### config.mk
export PLATFORM = sky130hd
export DESIGN_NAME = audio_interval_rechunk_queue
export DESIGN_NICKNAME = d
export VERILOG_FILES = /design/src/airq_pkg.sv /design/src/audio_interval_rechunk_queue.sv
export SDC_FILE = /design/constraint.sdc
export NUM_CORES = 2
export LEC_CHECK = 0
export BUFFER_PORTS_ARGS = -buffer_cell sky130_fd_sc_hd__buf_2
export CAP_MARGIN = 20
export CORE_ASPECT_RATIO = 0.5
export CORE_MARGIN = 2
export CORE_UTILIZATION = 30
export CTS_BUF_LIST = sky130_fd_sc_hd__clkbuf_16
export DETAILED_ROUTE_END_ITERATION = 16
export SLEW_MARGIN = 20
export SYNTH_ARGS = -nofsm -noshare
export SYNTH_HDL_FRONTEND = slang
export SYNTH_SLANG_ARGS = --single-unit
export TNS_END_PERCENT = 20
### constraint.sdc
create_clock -name clk_i -period 15.75 [get_ports clk_i]
set_input_delay 1.575 -clock clk_i [delete_from_list [all_inputs] [get_ports clk_i]]
set_output_delay 1.575 -clock clk_i [all_outputs]
set_load 0.02 [all_outputs]
### src/airq_pkg.sv
// ---------------------------------------------------------------------------
// airq_pkg
// shared types and sizes of the audio interval rechunk queue
// ---------------------------------------------------------------------------
`default_nettype none

package airq_pkg;

  // queue geometry and internal counter width
  localparam int QUEUE_DEPTH = 16;
  localparam int TIME_BITS   = 48;

  // fixed field widths
  localparam int TIME_W   = 48;
  localparam int RATE_W   = 20;
  localparam int TL_W     = 16;
  localparam int TAG_W    = 16;
  localparam int REQ_W    = 31;
  localparam int QUEUED_W = 47;
  localparam int FCOUNT_W = 5;
  localparam int STATUS_W = 4;
  localparam int OP_W     = 3;

  // derived sizes
  localparam int PTR_W  = (QUEUE_DEPTH > 1) ? $clog2(QUEUE_DEPTH) : 1;
  localparam int CNT_W  = $clog2(QUEUE_DEPTH + 1);
  localparam int QT_W   = TIME_BITS - 1;
  localparam int CMP_W  = (QT_W > TIME_W) ? QT_W : TIME_W;
  localparam int RQC_W  = (QT_W > REQ_W) ? QT_W : REQ_W;

  // operations
  typedef enum logic [OP_W-1:0] {
    OP_PUSH   = 3'd0,
    OP_TAKE   = 3'd1,
    OP_FINISH = 3'd2,
    OP_SETTLE = 3'd3,
    OP_CLEAR  = 3'd4
  } op_e;

  // result status codes
  typedef enum logic [STATUS_W-1:0] {
    ST_OK          = 4'd0,
    ST_TERMINAL    = 4'd1,
    ST_INVALID     = 4'd2,
    ST_DISCONT     = 4'd3,
    ST_OVERFLOW    = 4'd4,
    ST_BAD_TAKE    = 4'd5,
    ST_RESIDUE     = 4'd6,
    ST_SETTLE_MISS = 4'd7,
    ST_FULL        = 4'd8
  } status_e;

  // input word
  typedef struct packed {
    logic [OP_W-1:0]          opcode;
    logic signed [TIME_W-1:0] frag_begin;
    logic signed [TIME_W-1:0] frag_end;
    logic [RATE_W-1:0]        frag_rate;
    logic [TL_W-1:0]          timeline_id;
    logic                     frag_valid;
    logic [TAG_W-1:0]         frag_tag;
    logic [REQ_W-1:0]         request_count;
  } in_word_t;

  // result word
  typedef struct packed {
    logic [STATUS_W-1:0]      status;
    logic                     piece_present;
    logic signed [TIME_W-1:0] piece_begin;
    logic signed [TIME_W-1:0] piece_end;
    logic [TAG_W-1:0]         piece_tag;
    logic                     last;
    logic [QUEUED_W-1:0]      queued_samples;
    logic [FCOUNT_W-1:0]      fragment_count;
  } out_word_t;

  // one queued fragment
  typedef struct packed {
    logic [TIME_W-1:0] ent_begin;
    logic [TIME_W-1:0] ent_end;
    logic [TAG_W-1:0]  ent_tag;
  } entry_t;

endpackage

`default_nettype wire

### src/audio_interval_rechunk_queue.sv
// ---------------------------------------------------------------------------
// audio_interval_rechunk_queue
// FIFO of sample intervals that re-chunks queued audio into requested sizes
// ---------------------------------------------------------------------------
// Push, finish, settle and clear each return one result word the cycle after
// the input word is taken, so they run at one word per cycle while the output
// keeps draining. A take that is not rejected returns one piece per fragment
// it touches. The queue is first scanned from the head, one read (S_SCAN_RD)
// and one compare (S_SCAN) per fragment, to learn how many fragments are left
// after the take. Every piece word carries the sample and fragment counts as
// they stand after the whole take. Each fragment is then read again from the
// fragment memory, which has one write port and one registered read port, in
// S_READ, then trimmed and written back in S_CALC. A stalled result word holds
// the walk. No new input word is taken while a take is walking the queue.
// Fragment entries are only ever read while they hold queued data.
`default_nettype none

module audio_interval_rechunk_queue (
  input  logic                clk_i,
  input  logic                rst_ni,
  input  logic                in_valid_i,
  output logic                in_ready_o,
  input  airq_pkg::in_word_t  in_word_i,
  output logic                out_valid_o,
  input  logic                out_ready_i,
  output airq_pkg::out_word_t out_word_o
);
  import airq_pkg::*;

  typedef enum logic [2:0] {
    S_IDLE,
    S_SCAN_RD,
    S_SCAN,
    S_READ,
    S_CALC
  } state_e;

  localparam logic [QT_W-1:0] COUNT_MAX = '1;

  function automatic logic [PTR_W-1:0] ptr_next(input logic [PTR_W-1:0] p);
    return (p == PTR_W'(QUEUE_DEPTH - 1)) ? '0 : p + 1'b1;
  endfunction

  state_e              state_q, state_d;
  logic [PTR_W-1:0]    head_q, head_d, tail_q, tail_d;
  logic [CNT_W-1:0]    count_q, count_d;
  logic [TL_W-1:0]     held_tl_q, held_tl_d;
  logic [RATE_W-1:0]   held_rate_q, held_rate_d;
  logic [TIME_W-1:0]   exp_begin_q, exp_begin_d;
  logic [QT_W-1:0]     total_q, total_d;
  logic                started_q, started_d;
  logic                failed_q, failed_d;
  logic [REQ_W-1:0]    remain_q, remain_d;
  logic                out_valid_q, out_valid_d;
  out_word_t           out_word_q, out_word_d;

  // scan ahead of a take
  logic [PTR_W-1:0]    scan_ptr_q, scan_ptr_d;
  logic [REQ_W-1:0]    scan_rem_q, scan_rem_d;
  logic [CNT_W-1:0]    fin_cnt_q, fin_cnt_d;

  // fragment memory
  entry_t              mem_q [QUEUE_DEPTH];
  entry_t              rd_q;
  logic                mem_we, mem_re;
  logic [PTR_W-1:0]    mem_waddr, mem_raddr;
  entry_t              mem_wdata;

  // result staging
  logic                res_load;
  status_e             res_status;
  logic                res_piece;
  logic [TIME_W-1:0]   res_begin, res_end;
  logic [TAG_W-1:0]    res_tag;
  logic                res_last;

  logic                out_free, accept;

  // push checks
  logic                push_ordered, push_mismatch, push_over, push_full;
  logic [TIME_W-1:0]   push_added;
  logic [CMP_W-1:0]    push_room;

  // request checks
  logic [RQC_W-1:0]    req_wide, total_wide;

  // take datapath
  logic [TIME_W-1:0]   take_avail, take_new_begin;
  logic                take_whole;
  logic [REQ_W-1:0]    take_used;
  logic                scan_whole;
  logic [REQ_W-1:0]    scan_rem_next;
  logic [QT_W-1:0]     take_final_total;

  assign out_free    = !out_valid_q || out_ready_i;
  assign in_ready_o  = (state_q == S_IDLE) && out_free;
  assign accept      = in_valid_i && in_ready_o;
  assign out_valid_o = out_valid_q;
  assign out_word_o  = out_word_q;

  // push validity, continuity and capacity
  assign push_ordered  = in_word_i.frag_end > in_word_i.frag_begin;
  assign push_added    = TIME_W'(in_word_i.frag_end - in_word_i.frag_begin);
  assign push_room     = CMP_W'(COUNT_MAX) - CMP_W'(total_q);
  assign push_over     = CMP_W'(push_added) > push_room;
  assign push_full     = count_q >= CNT_W'(QUEUE_DEPTH);
  assign push_mismatch = started_q &&
                         ((in_word_i.timeline_id != held_tl_q) ||
                          (in_word_i.frag_rate != held_rate_q) ||
                          (TIME_W'(in_word_i.frag_begin) != exp_begin_q));

  assign req_wide   = RQC_W'(in_word_i.request_count);
  assign total_wide = RQC_W'(total_q);

  // trim the head fragment against what is still owed
  assign take_avail     = rd_q.ent_end - rd_q.ent_begin;
  assign take_whole     = take_avail <= TIME_W'(remain_q);
  assign take_used      = take_whole ? REQ_W'(take_avail) : remain_q;
  assign take_new_begin = rd_q.ent_begin + TIME_W'(take_used);

  // scan counts the fragments a take will use up
  assign scan_whole    = take_avail <= TIME_W'(scan_rem_q);
  assign scan_rem_next = scan_rem_q - REQ_W'(take_avail);

  // samples left once the take is done, fixed during the walk
  assign take_final_total = total_q - QT_W'(remain_q);

  // control and next-state logic
  always_comb begin
    state_d     = state_q;
    head_d      = head_q;
    tail_d      = tail_q;
    count_d     = count_q;
    held_tl_d   = held_tl_q;
    held_rate_d = held_rate_q;
    exp_begin_d = exp_begin_q;
    total_d     = total_q;
    started_d   = started_q;
    failed_d    = failed_q;
    remain_d    = remain_q;
    scan_ptr_d  = scan_ptr_q;
    scan_rem_d  = scan_rem_q;
    fin_cnt_d   = fin_cnt_q;
    out_valid_d = out_valid_q && !out_ready_i;
    out_word_d  = out_word_q;

    mem_we    = 1'b0;
    mem_waddr = tail_q;
    mem_wdata = '{ent_begin: TIME_W'(in_word_i.frag_begin),
                  ent_end:   TIME_W'(in_word_i.frag_end),
                  ent_tag:   in_word_i.frag_tag};
    mem_re    = 1'b0;
    mem_raddr = head_q;

    res_load   = 1'b0;
    res_status = ST_OK;
    res_piece  = 1'b0;
    res_begin  = '0;
    res_end    = '0;
    res_tag    = '0;
    res_last   = 1'b1;

    unique case (state_q)
      S_IDLE: begin
        if (accept) begin
          res_load = 1'b1;
          unique case (op_e'(in_word_i.opcode))
            OP_PUSH: begin
              if (failed_q) begin
                res_status = ST_TERMINAL;
              end else if (!in_word_i.frag_valid || !push_ordered) begin
                failed_d   = 1'b1;
                res_status = ST_INVALID;
              end else begin
                if (!started_q) begin
                  held_tl_d   = in_word_i.timeline_id;
                  held_rate_d = in_word_i.frag_rate;
                  started_d   = 1'b1;
                end
                if (push_mismatch) begin
                  failed_d   = 1'b1;
                  res_status = ST_DISCONT;
                end else if (push_over) begin
                  failed_d   = 1'b1;
                  res_status = ST_OVERFLOW;
                end else if (push_full) begin
                  failed_d   = 1'b1;
                  res_status = ST_FULL;
                end else begin
                  mem_we      = 1'b1;
                  tail_d      = ptr_next(tail_q);
                  count_d     = count_q + 1'b1;
                  total_d     = total_q + QT_W'(push_added);
                  exp_begin_d = TIME_W'(in_word_i.frag_end);
                end
              end
            end
            OP_TAKE: begin
              if (failed_q) begin
                res_status = ST_TERMINAL;
              end else if ((in_word_i.request_count == '0) || (req_wide > total_wide)) begin
                failed_d   = 1'b1;
                res_status = ST_BAD_TAKE;
              end else begin
                // pieces come from the walk, no result yet
                res_load   = 1'b0;
                remain_d   = in_word_i.request_count;
                scan_rem_d = in_word_i.request_count;
                scan_ptr_d = head_q;
                fin_cnt_d  = count_q;
                state_d    = S_SCAN_RD;
              end
            end
            OP_FINISH: begin
              if (failed_q) begin
                res_status = ST_TERMINAL;
              end else if ((total_q != '0) || (count_q != '0)) begin
                res_status = ST_RESIDUE;
              end
            end
            OP_SETTLE: begin
              if (req_wide != total_wide) begin
                failed_d   = 1'b1;
                res_status = ST_SETTLE_MISS;
              end else if (failed_q) begin
                res_status = ST_TERMINAL;
              end else begin
                head_d  = tail_q;
                count_d = '0;
                total_d = '0;
              end
            end
            OP_CLEAR: begin
              head_d      = '0;
              tail_d      = '0;
              count_d     = '0;
              held_tl_d   = '0;
              held_rate_d = '0;
              exp_begin_d = '0;
              total_d     = '0;
              started_d   = 1'b0;
              failed_d    = 1'b0;
            end
            default: begin
              res_status = ST_OK;
            end
          endcase
        end
      end
      S_SCAN_RD: begin
        mem_re    = 1'b1;
        mem_raddr = scan_ptr_q;
        state_d   = S_SCAN;
      end
      S_SCAN: begin
        if (scan_whole) begin
          fin_cnt_d  = fin_cnt_q - 1'b1;
          scan_rem_d = scan_rem_next;
          scan_ptr_d = ptr_next(scan_ptr_q);
        end
        state_d = (scan_whole && (scan_rem_next != '0)) ? S_SCAN_RD : S_READ;
      end
      S_READ: begin
        mem_re  = 1'b1;
        state_d = S_CALC;
      end
      S_CALC: begin
        if (out_free) begin
          mem_we    = 1'b1;
          mem_waddr = head_q;
          mem_wdata = '{ent_begin: take_new_begin,
                        ent_end:   rd_q.ent_end,
                        ent_tag:   rd_q.ent_tag};
          remain_d  = remain_q - take_used;
          total_d   = total_q - QT_W'(take_used);
          if (take_whole) begin
            head_d  = ptr_next(head_q);
            count_d = count_q - 1'b1;
          end
          res_load   = 1'b1;
          res_piece  = 1'b1;
          res_begin  = rd_q.ent_begin;
          res_end    = take_new_begin;
          res_tag    = rd_q.ent_tag;
          res_last   = (remain_d == '0);
          state_d    = res_last ? S_IDLE : S_READ;
        end
      end
      default: begin
        state_d = S_IDLE;
      end
    endcase

    // result word reflects the state after the whole step
    if (res_load) begin
      out_valid_d               = 1'b1;
      out_word_d.status         = res_status;
      out_word_d.piece_present  = res_piece;
      out_word_d.piece_begin    = res_begin;
      out_word_d.piece_end      = res_end;
      out_word_d.piece_tag      = res_tag;
      out_word_d.last           = res_last;
      out_word_d.queued_samples = res_piece ? QUEUED_W'(take_final_total)
                                            : QUEUED_W'(total_d);
      out_word_d.fragment_count = res_piece ? FCOUNT_W'(fin_cnt_q)
                                            : FCOUNT_W'(count_d);
    end
  end

  // control state and registered outputs
  always_ff @(posedge clk_i or negedge rst_ni) begin
    if (!rst_ni) begin
      state_q     <= S_IDLE;
      head_q      <= '0;
      tail_q      <= '0;
      count_q     <= '0;
      held_tl_q   <= '0;
      held_rate_q <= '0;
      exp_begin_q <= '0;
      total_q     <= '0;
      started_q   <= 1'b0;
      failed_q    <= 1'b0;
      remain_q    <= '0;
      scan_ptr_q  <= '0;
      scan_rem_q  <= '0;
      fin_cnt_q   <= '0;
      out_valid_q <= 1'b0;
      out_word_q  <= '0;
    end else begin
      state_q     <= state_d;
      head_q      <= head_d;
      tail_q      <= tail_d;
      count_q     <= count_d;
      held_tl_q   <= held_tl_d;
      held_rate_q <= held_rate_d;
      exp_begin_q <= exp_begin_d;
      total_q     <= total_d;
      started_q   <= started_d;
      failed_q    <= failed_d;
      remain_q    <= remain_d;
      scan_ptr_q  <= scan_ptr_d;
      scan_rem_q  <= scan_rem_d;
      fin_cnt_q   <= fin_cnt_d;
      out_valid_q <= out_valid_d;
      out_word_q  <= out_word_d;
    end
  end

  // fragment memory, one write and one registered read
  always_ff @(posedge clk_i) begin
    if (mem_we) begin
      mem_q[mem_waddr] <= mem_wdata;
    end
    if (mem_re) begin
      rd_q <= mem_q[mem_raddr];
    end
  end

endmodule

`default_nettype wire

==> impl_metrics.csv <==
group,metric,value,unit
setup_path,cp_slowest_cell,"a211oi_4",
clocking,cts_buffers,233,
setup_path,cp_data_required_time,16.41,ns
global_routing,grt.overflow.total,0,
timing,finalClockSkew,0.113,ns
drt,drc,0,
place,place_area,0.120,mm2
final_layout,finalInstanceArea,0.127,mm2
synth,ys_ff_latch,2295,
setup_path,r2r_slack,3.05,ns
timing,min_period_over_period,0.806,
clocking,cts_buffer_depth,4,
floorplanning,fp.dieH,437,um
power,clkPwrFrac,0.283,
run_status,status,"complete, no violations",
clocking,cts_resized,0,
place,dp.cells,15400,
drt,firstDrtPassIters,8,
timing,slew_headroom,0.173,
power,p_comb_frac,0.350,
global_routing,grt_max_degree,166,
setup_path,critPathArrivalTime,13.36,ns
synth,yosysMostFrequentCell,"nand2_1",
final_layout,fin_nets,11200,
setup_path,crit_path_start_kind,"flip-flop",
floorplanning,core.rowCount,158,
setup_path,worst-setup-path-type,"reg2reg",
setup_path,cpMostUsedCell,"o21ai_0",
timing,worst_slew_pin_slew,1.24,ns
clocking,cts_root_buf,"clkbuf_16",
timing,finalHoldViolations,0,
synth,synth_commonest_cells,"2636 x nand2_1, 1904 x edfxtp_1, 589 x nand3_1",
synth,synth_area_leaders,"edfxtp_1 51%, nand2_1 8.8%, dfrtp_1 8.7%, ha_1 4.0%, a311oi_1 2.7%",
synth,syn_area,0.112,mm2
synth,synth_cells,10500,
synth,yosys.area.top_type,"edfxtp_1",
global_routing,grt_pass1_wl,609,mm
power,ir_drop,0.118,mV
synth,synth-edff-count,1904,
final_layout,layoutNonFillerInstCount,15800,
synth,syn_area_per_cell,10.7,um2
power,power.density,152,mW/mm2
timing,period_needed,12.70,ns
global_routing,antenna_found_initial,43,
clocking,clock-sinks,2295,
drt,wirelength,435,mm
floorplanning,chipWidth,869,um
synth,syn_nets,11000,
synth,synth_top_area_share,0.509,
floorplanning,die-area,0.380,mm2
synth,yosysSeqAreaShare,0.596,
floorplanning,core,0.372,mm2
timing,tns,0,ns
setup_path,crit_path_end_kind,"flip-flop",
final_layout,area_growth_syn_to_layout,13.4,%
floorplanning,start_util,0.302,
timing,rsz0062_at_grt,"no",
min_path,worst_hold_path_type,"reg2reg",
drt,ant_nets,0,
clocking,cts.clk_slew.worst_paths,0.06,ns
flow_run,cap_violations,0,
setup_path,path_delay_family,"compound AO/OA/AOI/OAI gates",
setup_path,crit_fanout,17,
synth,ys_types,110,
power,seqPwrFrac,0.367,
clocking,post_cts_buffers,0,
power,switching_share,0.378,
clocking,hold_buffers,0,
clocking,tritoncts,"yes",
drt,vias,87400,
drt,vias_per_cell,5.53,
place,dp_hpwl,285,mm
global_routing,grt_util_all_layers,0.219,
clocking,h-tree-depth,4,
global_routing,grt_pass1_vias,81000,
power,p_int,12.0,mW
place,gp_congestion,0.997,
timing,slew_viol_final,0,
power,p_sw,7.32,mW
synth,ys.warnings.count,0,
drt,wl_per_cell,27.5,um
power,p_leak,49.0,nW
floorplanning,ios,359,
timing,fmax,78.7,MHz
final_layout,post-route-util,0.343,
clocking,clk_latency,0.96,ns
final_layout,drive_above_1_share,0.0907,
place,port_buffers,358,
synth,synth-async-reset-ratio,0.170,
timing,finalSetupViolCount,0,
drt,drtIter0Drc,10600,
setup_path,cpPeakStageDelay,0.84,ns
synth,ys.flop_type,"edfxtp_1",
setup_path,cp_num_buf_inv,2,
==> through the flow <==
stage / setup WS (ns) / power [mW] / hold WS (ns)
6_report: 3.05 / 19.3 / 0.461
4_1_cts: 3.40 / 19.2 / 0.466
3_5_place_dp: 3.38 / 13.8 / 0.450
2_1_floorplan: 2.27 / 11.4 / 0.433
5_1_grt: 2.26 / 20.2 / 0.476
3_3_place_gp: 3.55 / 13.8 / 0.445
==> state kept, by name, indices dropped and copies added (netlist names) <==
signal / cells
fin_cnt_q: 5
head_q: 4
scan_ptr_q: 4
out_word_o: 170
failed_q: 1
scan_rem_q: 31
exp_begin_q: 48
tail_q: 4
count_q: 5
remain_q: 31
held_rate_q: 20
out_valid_o: 1
state_q: 3
held_tl_q: 16
started_q: 1
rd_q: 112
mem_q: 1792
total_q: 47
==> tightest hold or removal path, stage by stage (launching register included) <==
cell and delay [ns]:
edfxtp_1 0.32, nand2_1 0.08, nand2_1 0.07
==> cell families after synthesis <==
group | count (synthesis) | share of synthesized area
buffers and inverters | 979 | 0.0333
xor gates and xnor gates | 389 | 0.0311
adders and majority gates | 397 | 0.0439
AOI/OAI and AO/OA | 2068 | 0.124
muxes | 33 | 0.00309
DFF | 2295 | 0.596
and+or+nand+nor | 4314 | 0.169
==> per-layer routing <==
metal / GRT usage / part of all wire / vias to the layer above
li1: - / - / 38400
met1: 0.293 / 0.41 / 43700
met2: 0.339 / 0.44 / 4426
met3: 0.0399 / 0.090 / 897
met4: 0.113 / 0.060 / 34
met5: 0 / 0.00050 / -
==> path summary, 6_finish.rpt <==
check / startpoint / endpoint / cells past startpoint
max: rd_q[64] / mem_q[7][98] / 45
max reg2reg: rd_q[64] / mem_q[7][98] / 45
max in group asynchronous: rst_ni / scan_rem_q[9] / 3
min: rd_q[13] / out_word_o[66] / 2
min reg2reg: rd_q[13] / out_word_o[66] / 2
min in group asynchronous: rst_ni / out_word_o[51] / 1
==> power groups by stage <==
stage | combinational, mW | clock [mW] | sequential, mW
floorplan | 4.34 | 0 | 7.10
global placement | 6.58 | 0 | 7.20
detailed placement | 6.60 | 0 | 7.20
CTS | 6.64 | 5.53 | 7.08
global route | 7.29 | 5.76 | 7.11
finish | 6.77 | 5.47 | 7.09
==> layout by cell type (no fill, tap or decap), types with 36 or more instances in the layout <==
cell type and instances:
a21o_1 171, and3_1 257, inv_1 431, a311oi_1 344
clkinv_2 37, nand4_1 77, nor2b_1 50, a211oi_1 41
a21oi_1 435, nand3_1 585, buf_4 129, nor4_1 62
clkinv_1 59, or3_1 36, xor2_1 142, a221o_1 40
o211ai_1 47, nand2_1 2631, buf_2 357, a31oi_1 180
clkbuf_16 236, ha_1 355, xnor2_1 240, o21ai_0 446
dfrtp_1 391, edfxtp_1 1904, nor2_1 298, nor3_1 92
nand2b_1 49, o21a_1 37
==> cell type report <==
cell class	count	area (um2)
Antenna cell	15	37.5
Clock buffer	236	5910
Clock inverter	190	1470
Fill cell	37000	244000
Inverter	379	1420
Multi-Input combinational cell	7201	42000
Sequential cell	2295	67000
Tap cell	4960	6210
Timing Repair Buffer	519	3390
Note: power is estimated with default switching activity, not from simulation.
